<file path="src/sv/los_pkg.sv">
// Shared constants and codes for the linear output scaler.
package los_pkg;

  localparam int OUT_WIDTH_DEF     = 11;
  localparam int LOW_PART_BITS_DEF = 3;

  localparam int SAMPLE_W   = 16;
  localparam int CFG_DATA_W = 16;
  localparam int CFG_ADDR_W = 3;

  // Reset values and write mask of the configuration registers
  localparam logic [SAMPLE_W-1:0]   IN_LOW_RST   = 16'sh0000;
  localparam logic [SAMPLE_W-1:0]   IN_HIGH_RST  = 16'sh7FFF;
  localparam logic [CFG_DATA_W-1:0] OUT_LOW_RST  = 16'h0000;
  localparam logic [CFG_DATA_W-1:0] OUT_HIGH_RST = 16'h07FF;
  localparam logic [CFG_DATA_W-1:0] CODE_MASK    = 16'h07FF;

  typedef enum logic [CFG_ADDR_W-1:0] {
    REG_IN_LOW     = 3'd0,
    REG_IN_HIGH    = 3'd1,
    REG_OUT_LOW    = 3'd2,
    REG_OUT_HIGH   = 3'd3,
    REG_ZERO_BASED = 3'd4,
    REG_CAL_MODE   = 3'd5
  } cfg_idx_t;

  typedef enum logic [1:0] {
    CAL_NORMAL    = 2'd0,
    CAL_FORCE_LOW = 2'd1,
    CAL_FORCE_HI  = 2'd2,
    CAL_HOLD      = 2'd3
  } cal_mode_t;

  // Which end of the scaling curve an item falls on, or whether it is interpolated
  typedef enum logic [1:0] {
    SEL_BOTTOM = 2'd0,
    SEL_TOP    = 2'd1,
    SEL_INTERP = 2'd2
  } seg_sel_t;

endpackage

</file>
<file path="src/sv/linear_output_scaler.sv">
// Linear output scaler: pipelined two-point scaling with clamp and calibration modes.
//
// Usage
//   Input request: in_sample on in_valid/in_ready. Result request: out_code,
//   out_code_high and out_code_low on out_valid/out_ready. One result per sample,
//   in order. Configuration via cfg_we/cfg_addr/cfg_wdata, written while idle.
// Throughput and structure
//   One sample per clock while out_ready is high. A restoring divider
//   resolves one quotient bit per stage over OUT_WIDTH+1 stages, after three
//   stages of range check, span and multiply, and ahead of the output register.
// Reset
//   rst_n (synchronous, active low) empties the pipeline, loads the register
//   defaults and clears the hold value to 0.
// Stall
//   Each stage loads when it is empty or its contents move on, so bubbles
//   close up while out_ready is low; once every stage holds a request,
//   in_ready drops. Nothing is lost or repeated.
module linear_output_scaler
  import los_pkg::*;
#(
  parameter int OUT_WIDTH     = OUT_WIDTH_DEF,
  parameter int LOW_PART_BITS = LOW_PART_BITS_DEF
) (
  input  logic                            clk,
  input  logic                            rst_n,
  input  logic                            in_valid,
  output logic                            in_ready,
  input  logic signed [SAMPLE_W-1:0]      in_sample,
  output logic                            out_valid,
  input  logic                            out_ready,
  output logic [OUT_WIDTH-1:0]            out_code,
  output logic [OUT_WIDTH-LOW_PART_BITS-1:0] out_code_high,
  output logic [LOW_PART_BITS-1:0]        out_code_low,
  input  logic                            cfg_we,
  input  logic [CFG_ADDR_W-1:0]           cfg_addr,
  input  logic [CFG_DATA_W-1:0]           cfg_wdata
);

  // Quotient bits: |top - bottom| < 2^(OUT_WIDTH+1)
  localparam int QW = OUT_WIDTH + 1;
  // Signed width holding bottom, span and signed quotient
  localparam int BW = OUT_WIDTH + 2;
  // Width of 5*out_low - out_high
  localparam int XW = OUT_WIDTH + 4;
  // Product magnitude: (sample - in_low) < 2^16 times span < 2^QW
  localparam int PW = SAMPLE_W + QW;
  // Stages: range check, span, multiply, QW divide steps, output
  localparam int NS = QW + 4;
  localparam int ST_SPAN = 1;
  localparam int ST_MUL  = 2;
  localparam int ST_OUT  = NS - 1;
  localparam logic [OUT_WIDTH-1:0] CODE_MAX = '1;

  typedef struct packed {
    seg_sel_t              sel;
    logic signed [BW-1:0]  bottom;
    logic [SAMPLE_W-1:0]   offs;   // sample - in_low
    logic [SAMPLE_W-1:0]   den;    // in_high - in_low
  } rng_t;

  typedef struct packed {
    seg_sel_t              sel;
    logic signed [BW-1:0]  bottom;
    logic [SAMPLE_W-1:0]   offs;
    logic [SAMPLE_W-1:0]   den;
    logic                  neg;
    logic [QW-1:0]         mag;    // |top - bottom|
  } spn_t;

  typedef struct packed {
    seg_sel_t              sel;
    logic signed [BW-1:0]  bottom;
    logic [SAMPLE_W-1:0]   den;
    logic                  neg;
    logic [PW-1:0]         rem;
    logic [QW-1:0]         quo;
  } div_t;

  // ---------------------------------------------------------------------------
  // Configuration registers
  // ---------------------------------------------------------------------------
  logic signed [SAMPLE_W-1:0] in_low_r, in_high_r;
  logic [OUT_WIDTH-1:0]       out_low_r, out_high_r;
  logic                       zero_based_r;
  cal_mode_t                  cal_mode_r;
  logic [OUT_WIDTH-1:0]       wr_code;

  // Codes are masked to the 11-bit field as written
  assign wr_code = cfg_wdata[OUT_WIDTH-1:0] & CODE_MASK[OUT_WIDTH-1:0];

  always_ff @(posedge clk) begin
    if (!rst_n) begin
      in_low_r     <= IN_LOW_RST;
      in_high_r    <= IN_HIGH_RST;
      out_low_r    <= OUT_LOW_RST[OUT_WIDTH-1:0];
      out_high_r   <= OUT_HIGH_RST[OUT_WIDTH-1:0];
      zero_based_r <= 1'b0;
      cal_mode_r   <= CAL_NORMAL;
    end else if (cfg_we) begin
      unique case (cfg_addr)
        REG_IN_LOW:     in_low_r     <= cfg_wdata[SAMPLE_W-1:0];
        REG_IN_HIGH:    in_high_r    <= cfg_wdata[SAMPLE_W-1:0];
        REG_OUT_LOW:    out_low_r    <= wr_code;
        REG_OUT_HIGH:   out_high_r   <= wr_code;
        REG_ZERO_BASED: zero_based_r <= cfg_wdata[0];
        REG_CAL_MODE:   cal_mode_r   <= cal_mode_t'(cfg_wdata[1:0]);
        default: ;
      endcase
    end
  end

  // ---------------------------------------------------------------------------
  // Flow control: a stage loads when empty or when its contents leave
  // ---------------------------------------------------------------------------
  logic [NS-1:0] vld_r;
  logic [NS:0]   take;

  always_comb begin
    take[NS] = out_ready;
    for (int k = NS - 1; k >= 0; k--) begin
      take[k] = !vld_r[k] || take[k+1];
    end
  end

  assign in_ready  = take[0];
  assign out_valid = vld_r[ST_OUT];

  always_ff @(posedge clk) begin
    if (!rst_n) begin
      vld_r <= '0;
    end else begin
      if (take[0]) begin
        vld_r[0] <= in_valid;
      end
      for (int k = 1; k < NS; k++) begin
        if (take[k]) begin
          vld_r[k] <= vld_r[k-1];
        end
      end
    end
  end

  // ---------------------------------------------------------------------------
  // Stage 0: bottom code, range test, offset and denominator
  // ---------------------------------------------------------------------------
  rng_t rng_r, rng_nxt;

  always_comb begin
    logic signed [XW-1:0]         five_lo;
    logic signed [XW-1:0]         five_lo_rnd;
    logic signed [XW-1:0]         live_zero;
    logic signed [SAMPLE_W:0]     offs_w;
    logic signed [SAMPLE_W:0]     den_w;
    // live zero = trunc((5*out_low - out_high) / 4)
    five_lo = $signed({4'b0, out_low_r}) + $signed({2'b0, out_low_r, 2'b0})
              - $signed({4'b0, out_high_r});
    five_lo_rnd = five_lo[XW-1] ? five_lo + XW'(3) : five_lo;
    live_zero   = five_lo_rnd >>> 2;
    offs_w = {in_sample[SAMPLE_W-1], in_sample} - {in_low_r[SAMPLE_W-1], in_low_r};
    den_w  = {in_high_r[SAMPLE_W-1], in_high_r} - {in_low_r[SAMPLE_W-1], in_low_r};

    rng_nxt.bottom = zero_based_r ? $signed({2'b0, out_low_r}) : live_zero[BW-1:0];
    if (in_sample <= in_low_r) begin
      rng_nxt.sel = SEL_BOTTOM;
    end else if (in_sample >= in_high_r) begin
      rng_nxt.sel = SEL_TOP;
    end else begin
      rng_nxt.sel = SEL_INTERP;
    end
    rng_nxt.offs = offs_w[SAMPLE_W-1:0];
    rng_nxt.den  = den_w[SAMPLE_W-1:0];
  end

  always_ff @(posedge clk) begin
    if (take[0]) begin
      rng_r <= rng_nxt;
    end
  end

  // ---------------------------------------------------------------------------
  // Stage 1: span top - bottom as sign and magnitude
  // ---------------------------------------------------------------------------
  spn_t spn_r, spn_nxt;

  always_comb begin
    logic signed [BW-1:0] span;
    logic signed [BW-1:0] span_abs;
    span     = $signed({2'b0, out_high_r}) - rng_r.bottom;
    span_abs = span[BW-1] ? -span : span;
    spn_nxt.sel    = rng_r.sel;
    spn_nxt.bottom = rng_r.bottom;
    spn_nxt.offs   = rng_r.offs;
    spn_nxt.den    = rng_r.den;
    spn_nxt.neg    = span[BW-1];
    spn_nxt.mag    = span_abs[QW-1:0];
  end

  always_ff @(posedge clk) begin
    if (take[ST_SPAN]) begin
      spn_r <= spn_nxt;
    end
  end

  // ---------------------------------------------------------------------------
  // Stage 2: product magnitude, seeds the divider
  // ---------------------------------------------------------------------------
  div_t mul_r, mul_nxt;

  always_comb begin
    mul_nxt.sel    = spn_r.sel;
    mul_nxt.bottom = spn_r.bottom;
    mul_nxt.den    = spn_r.den;
    mul_nxt.neg    = spn_r.neg;
    mul_nxt.rem    = PW'(spn_r.offs) * PW'(spn_r.mag);
    mul_nxt.quo    = '0;
  end

  always_ff @(posedge clk) begin
    if (take[ST_MUL]) begin
      mul_r <= mul_nxt;
    end
  end

  // ---------------------------------------------------------------------------
  // Restoring divider, one quotient bit per stage, MSB first.
  // offs < den, so the product is below den * 2^QW and QW bits suffice.
  // ---------------------------------------------------------------------------
  div_t dv_r [QW];

  for (genvar gi = 0; gi < QW; gi++) begin : g_div
    localparam int BIT = QW - 1 - gi;
    div_t dv_in, dv_nxt;

    assign dv_in = (gi == 0) ? mul_r : dv_r[(gi == 0) ? 0 : gi - 1];

    always_comb begin
      logic [PW-1:0] trial;
      trial  = PW'(dv_in.den) << BIT;
      dv_nxt = dv_in;
      if (dv_in.rem >= trial) begin
        dv_nxt.rem      = dv_in.rem - trial;
        dv_nxt.quo[BIT] = 1'b1;
      end
    end

    always_ff @(posedge clk) begin
      if (take[ST_MUL + 1 + gi]) begin
        dv_r[gi] <= dv_nxt;
      end
    end
  end

  // ---------------------------------------------------------------------------
  // Output stage: sign, offset, clamp, calibration override
  // ---------------------------------------------------------------------------
  logic [OUT_WIDTH-1:0] code_r, code_nxt;
  logic [OUT_WIDTH-1:0] last_r;
  div_t                 dv_last;

  assign dv_last = dv_r[QW-1];

  always_comb begin
    logic signed [BW-1:0] quo_s;
    logic signed [BW:0]   res;
    logic [OUT_WIDTH-1:0] scaled;
    quo_s = $signed({1'b0, dv_last.quo});
    if (dv_last.neg) begin
      quo_s = -quo_s;
    end
    unique case (dv_last.sel)
      SEL_BOTTOM: res = {dv_last.bottom[BW-1], dv_last.bottom};
      SEL_TOP:    res = $signed({3'b0, out_high_r});
      SEL_INTERP: res = {quo_s[BW-1], quo_s} + {dv_last.bottom[BW-1], dv_last.bottom};
      default:    res = $signed({3'b0, out_high_r});
    endcase
    // floor at 1, saturate at full scale
    if (res < $signed((BW+1)'(1))) begin
      scaled = OUT_WIDTH'(1);
    end else if (res > $signed({3'b0, CODE_MAX})) begin
      scaled = CODE_MAX;
    end else begin
      scaled = res[OUT_WIDTH-1:0];
    end
    unique case (cal_mode_r)
      CAL_NORMAL:    code_nxt = scaled;
      CAL_FORCE_LOW: code_nxt = out_low_r;
      CAL_FORCE_HI:  code_nxt = out_high_r;
      CAL_HOLD:      code_nxt = last_r;
      default:       code_nxt = scaled;
    endcase
  end

  always_ff @(posedge clk) begin
    if (take[ST_OUT]) begin
      code_r <= code_nxt;
    end
  end

  // hold value follows every result entering the output register
  always_ff @(posedge clk) begin
    if (!rst_n) begin
      last_r <= '0;
    end else if (take[ST_OUT] && vld_r[ST_OUT-1]) begin
      last_r <= code_nxt;
    end
  end

  assign out_code      = code_r;
  assign out_code_high = code_r[OUT_WIDTH-1:LOW_PART_BITS];
  assign out_code_low  = code_r[LOW_PART_BITS-1:0];

endmodule

</file>
<file path="config.mk">
export PLATFORM = sky130hd
export DESIGN_NAME = linear_output_scaler
export DESIGN_NICKNAME = d
export VERILOG_FILES = /design/src/sv/los_pkg.sv /design/src/sv/linear_output_scaler.sv
export SDC_FILE = /design/constraint.sdc
export NUM_CORES = 2
export LEC_CHECK = 0
export BUFFER_PORTS_ARGS = -buffer_cell sky130_fd_sc_hd__buf_4
export CAP_MARGIN = 25
export CORE_MARGIN = 2
export CORE_UTILIZATION = 64
export DETAILED_ROUTE_END_ITERATION = 16
export GPL_TIMING_DRIVEN = 0
export PLACE_DENSITY = 0.81
export SYNTH_ARGS = -nofsm -noshare
export SYNTH_HDL_FRONTEND = slang
export SYNTH_SLANG_ARGS = --single-unit
</file>
<file path="constraint.sdc">
create_clock -name clk -period 7 [get_ports clk]
set_clock_uncertainty 0.15 [all_clocks]
set_input_delay 0.35 -clock clk [delete_from_list [all_inputs] [get_ports clk]]
set_output_delay 0.35 -clock clk [all_outputs]
set_load 0.1 [all_outputs]
</file>
-- Word level (Yosys, flattened, before mapping)
Memory sizes are Yosys's and may differ from the RTL's.
Index checks and enable logic that the tools add are counted.
- multiply operators: 1
- equal/unequal tests: 9
- magnitude comparators: 16
- muxes and demuxes: 56
- reductions and logical operators: 43
- bitwise logic cells: 1
- add/subtract/negate cells: 21
- operator list (kind ; number):
    28-bit two-way mux ; 11
    11-bit case mux with 4 select lines ; 1
    1-bit two-way mux ; 35
    11-bit two-way mux ; 3
    16-bit subtractor ; 2
    29-bit two-way mux ; 1
    28-bit by 16-bit greater-or-equal comparator with 1-bit output ; 1
    28-bit by 17-bit greater-or-equal comparator with 1-bit output ; 1
    28-bit by 18-bit greater-or-equal comparator with 1-bit output ; 1
    28-bit by 19-bit greater-or-equal comparator with 1-bit output ; 1
    28-bit by 20-bit greater-or-equal comparator with 1-bit output ; 1
    28-bit by 21-bit greater-or-equal comparator with 1-bit output ; 1
    28-bit by 22-bit greater-or-equal comparator with 1-bit output ; 1
    28-bit by 23-bit greater-or-equal comparator with 1-bit output ; 1
    28-bit by 24-bit greater-or-equal comparator with 1-bit output ; 1
    28-bit by 25-bit greater-or-equal comparator with 1-bit output ; 1
    28-bit by 26-bit greater-or-equal comparator with 1-bit output ; 1
    28-bit by 27-bit greater-or-equal comparator with 1-bit output ; 1
    16-bit by 12-bit multiplier with 28-bit output ; 1
    14-bit case mux with 2 select lines ; 1
    28-bit by 16-bit subtractor with 28-bit output ; 1
    28-bit by 17-bit subtractor with 28-bit output ; 1
    28-bit by 18-bit subtractor with 28-bit output ; 1
    28-bit by 19-bit subtractor with 28-bit output ; 1
    36 further kinds ; 76
- input port bits: 40
- bits in registers: 262
- memories kept: 1
- bits in writable memories: 864
- output and inout port bits: 24
- memory list (memory ; words ; width ; rd ports ; clocked after Yosys merged registers in ; wr ports ; RTL line ; RTL):
    dv_r ; 12 ; 72 ; 12 ; 0 ; 12 ; linear_output_scaler.sv:228 ; div_t dv_r [QW];

-- Logic depth before layout (Yosys ltp)
- depth after elaboration: 17
- gate-level depth with buffers: 22

-- Worst setup path before layout
OpenSTA, ideal clock, no wires.
- path kind: reg-to-reg
- start: reg spn_r[5] (netlist name)
- end: reg mul_r, in the netlist g_div[0].dv_in[36] (data pin)
- stages on the path, launching flop included: 19
- path buffers: 1
- period minus slack after synthesis: 5900 ps
- arrival: 5491 ps
- slack: 1100 ps
- cells stage by stage: edfxtp_1 clkbuf_1 nand2_1 fa_1 fa_1 inv_1 fa_1 fa_1 inv_1 fa_1 inv_1 ha_1 or3_1 o211ai_1 a31oi_1 or4_1 a221o_1 a31oi_1 xnor2_1
- RTL lines (what ; RTL line ; RTL):
    from (decl) ; linear_output_scaler.sv:183 ; spn_t spn_r, spn_nxt;
    from (signal assigned) ; linear_output_scaler.sv:200 ; spn_r <= spn_nxt;
    to (signal assigned) ; linear_output_scaler.sv:220 ; mul_r <= mul_nxt;
    to (decl) ; linear_output_scaler.sv:207 ; div_t mul_r, mul_nxt;

==> run_results.csv <==
group,metric,value,unit
run_status,status,"complete, no violations",
critical_path,crit_chain,"clkbuf_1 > nand2_1 > fa_1 > fa_1 > inv_1 > fa_1 > fa_1 > inv_1 > fa_1 > inv_1 > ha_1 > or3_1 > o211ai_1 > a31oi_1 > or4_1 > a221o_1 > a31oi_1 > xnor2_1",
cells_and_area,antenna_cells,0,
critical_path,crit_type,"flip-flop to flip-flop",
critical_path,r2r_setup_slack,0.30,ns
yosys,yosys_warnings,0,
cts,cts_root_buf,"clkbuf_16",
yosys,seq_area_frac_synth,54.0,%
floorplan,io_pins,64,
sta,fin_tns_setup,0,ns
sta,setup_viol,0,
global_route,grt_util_met1,30.8,%
global_route,grt-ovfl-total,0,
cells_and_area,final_common_cell,"edfxtp_1",
critical_path,critPathMaxStageDelay,0.60,ns
hold_path,hold_path_class,"input pin to flip-flop",
critical_path,required,7.25,ns
critical_path,cp_slowest_cell,"edfxtp_1",
critical_path,critPathCaptureType,"flip-flop",
routing,first_pass_iters,6,
routing,routed_wl,121000,um
critical_path,cp_max_fo,10,
critical_path,setup.worst_path.start_class,"flip-flop",
floorplan,coreArea,85100,um2
yosys,synth-edff-count,932,
sta,rsz0062_at_grt,"false",
critical_path,critPathMostFrequentCell,"fa_1",
floorplan,die-area,88200,um2
cells_and_area,mostFrequentLayoutCells,"932 x edfxtp_1, 560 x inv_1, 508 x nand2_1, 348 x ha_1, 228 x a21oi_1",
sta,period_needed,6.70,ns
cts,cts_max_level,3,
global_route,grt_max_degree,72,
cts,cts_num_sinks,1016,
sta,hold_violations,0,
yosys,synth_seq_cells,1016,
floorplan,die_h,297,um
global_route,grt_pass1_vias,36800,
cells_and_area,fillers,5816,
global_route,met2_usage,50.1,%
yosys,synth_ff_type,"edfxtp_1",
sta,tightest_slew,1.03,ns
cells_and_area,nets,5465,
yosys,synth_area_leaders,"edfxtp_1 51%, ha_1 7.9%, fa_1 6.0%, inv_1 3.9%, nand2_1 3.5%",
yosys,async_flop_share,0,%
placed_design,dpl_worst_slack,0.168,ns
routing,drcViolationCount,0,
cts,numCtsBuffers,101,
sta,fin_ws,0.298,ns
cells_and_area,seq_area,29700,um2
cts,clk_pin_slew,0.07,ns
yosys,synth.largest_area_cell,"edfxtp_1",
cells_and_area,area.growth.synth_to_final,10.5,%
yosys,synth_cells,4715,
sta,maxSlewViolCount,0,
cells_and_area,drive_above_1_share,7.30,%
routing,wl_per_cell,19.7,um
global_route,antenna_found_initial,0,
cells_and_area,design_area,60700,um2
placed_design,dp.cells,5933,
yosys,avgSynthCellArea,11.7,um2
global_route,track_usage,27.4,%
placed_design,io_buffers,61,
routing,ant_nets,0,
placed_design,dpl.hpwl,90200,um
critical_path,crit_arrival,6.95,ns
global_route,grt_first_pass_wirelength,192000,um
placed_design,place_congestion,0.924,
placed_design,dpl_cell_area,57100,um2
yosys,synth_area,54900,um2
yosys,synth_cell_types,94,
cts,post-cts-setup-buffer-count,0,
run,max_cap_viol_count,0,
floorplan,die_w,297,um
routing,avgViaCountPerCell,5.86,
sta,finalCritPeriodShare,95.7,%
yosys,synth_top_area_share,50.9,%
yosys,synth_nets,5268,
global_route,grt_most_used_layer,"met2",
cells_and_area,multi_input_area,22700,um2
floorplan,start_util,64.5,%
sta,max_freq,0.149,GHz
routing,drt_iter0_drc,2704,
cts,clock_path_buffers,3,
cts,insertion_delay,0.66,ns
floorplan,rows,107,
global_route,grt.met3_usage,4.03,%
cells_and_area,instances_no_fill,6142,
sta,slew_headroom,30.5,%
routing,num_vias,36000,
cts,cts_tree,"built",
## stage by stage
step | hold slack (ns) | utilization [%]
6_report | 0.0663 | 71.3
5_1_grt | 0.0699 | 71.3
3_5_place_dp | 0.255 | 67.1
4_1_cts | 0.0102 | 71.3
3_3_place_gp | 0.250 | 66.8
2_1_floorplan | 0.250 | -
## registers in the layout (all words and copies together) (netlist names)
| signal | count |
|---|---|
| dv_r | 754 |
| rng_r | 47 |
| g_div.dv_in | 44 |
| mul_nxt | 32 |
| spn_r | 28 |
| g_div.$9.trial | 16 |
| in_high_r | 16 |
| in_low_r | 16 |
| vld_r | 16 |
| last_r | 11 |
| out_code | 11 |
| out_high_r | 11 |
| out_low_r | 11 |
| cal_mode_r | 2 |
| zero_based_r | 1 |
## path summary, 6_finish.rpt
check              start                     to  depth (start not counted)
max             spn_r[5]     g_div[0].dv_in[38]                         18
min               cfg_we           zero_based_r                          5
max reg2reg     spn_r[5]     g_div[0].dv_in[38]                         18
min reg2reg  mul_nxt[50]  g_div[0].$9.trial[20]                          0
## kinds of logic (layout without fill, tap and decap cells)
logic type,after synthesis,in the layout,share of synthesized area [%]
and+or+nand+nor,1273,1273,11.2
xor gates and xnor gates,277,277,4.42
muxes,73,73,1.44
DFF,1016,1016,54.0
AOI/OAI and AO/OA,883,883,10.3
buffers and inverters,680,963,4.76
adders and majority gates,513,513,13.9
## area by class of cell
| type | count | share of cell area [%] |
|---|---|---|
| clock buffer | 125 | 4.50 |
| sequential | 1016 | 48.9 |
| tap | 1144 | 2.36 |
| multi-input combinational | 3019 | 37.4 |
| inverter | 569 | 3.52 |
| buffer | 111 | 0.791 |
| clock inverter | 64 | 1.04 |
| timing repair buffer | 94 | 1.51 |
## worst max-delay path: cells and delay by family (launching register included)
family / cells / cell delay [ns]
adders and majority gates: 6 / 2.81
and+or+nand+nor: 3 / 1.09
xor gates and xnor gates: 1 / 0.08
buffers and inverters: 4 / 0.59
DFF: 1 / 0.60
AOI/OAI and AO/OA: 4 / 1.12
## what timing repair did
item	4_1_cts	5_1_grt
setup endpoints to repair	0	4
hold endpoints to repair	59	0
hold buffers	20	0
gates resized for setup	0	5
## cell usage after synthesis (84+ instances only)
cell type,instances
a21oi_1,228
xor2_1,116
xnor2_1,161
edfxtp_1,932
nand2_1,513
dfxtp_1,84
fa_1,165
inv_1,567
nor2_1,220
clkbuf_1,85
nor3_1,87
o21ai_0,224
ha_1,348
## metal layers
| metal | up-vias | share of wire (%) |
|---|---|---|
| met5 | - | 0 |
| met2 | 1168 | 52 |
| met4 | 0 | 6.2 |
| li1 | 17100 | - |
| met3 | 385 | 5.2 |
| met1 | 17300 | 37 |
Power is left out: the tool's default activity adds up to more than one toggle a clock period on the data nets, which glitch-free logic cannot reach.
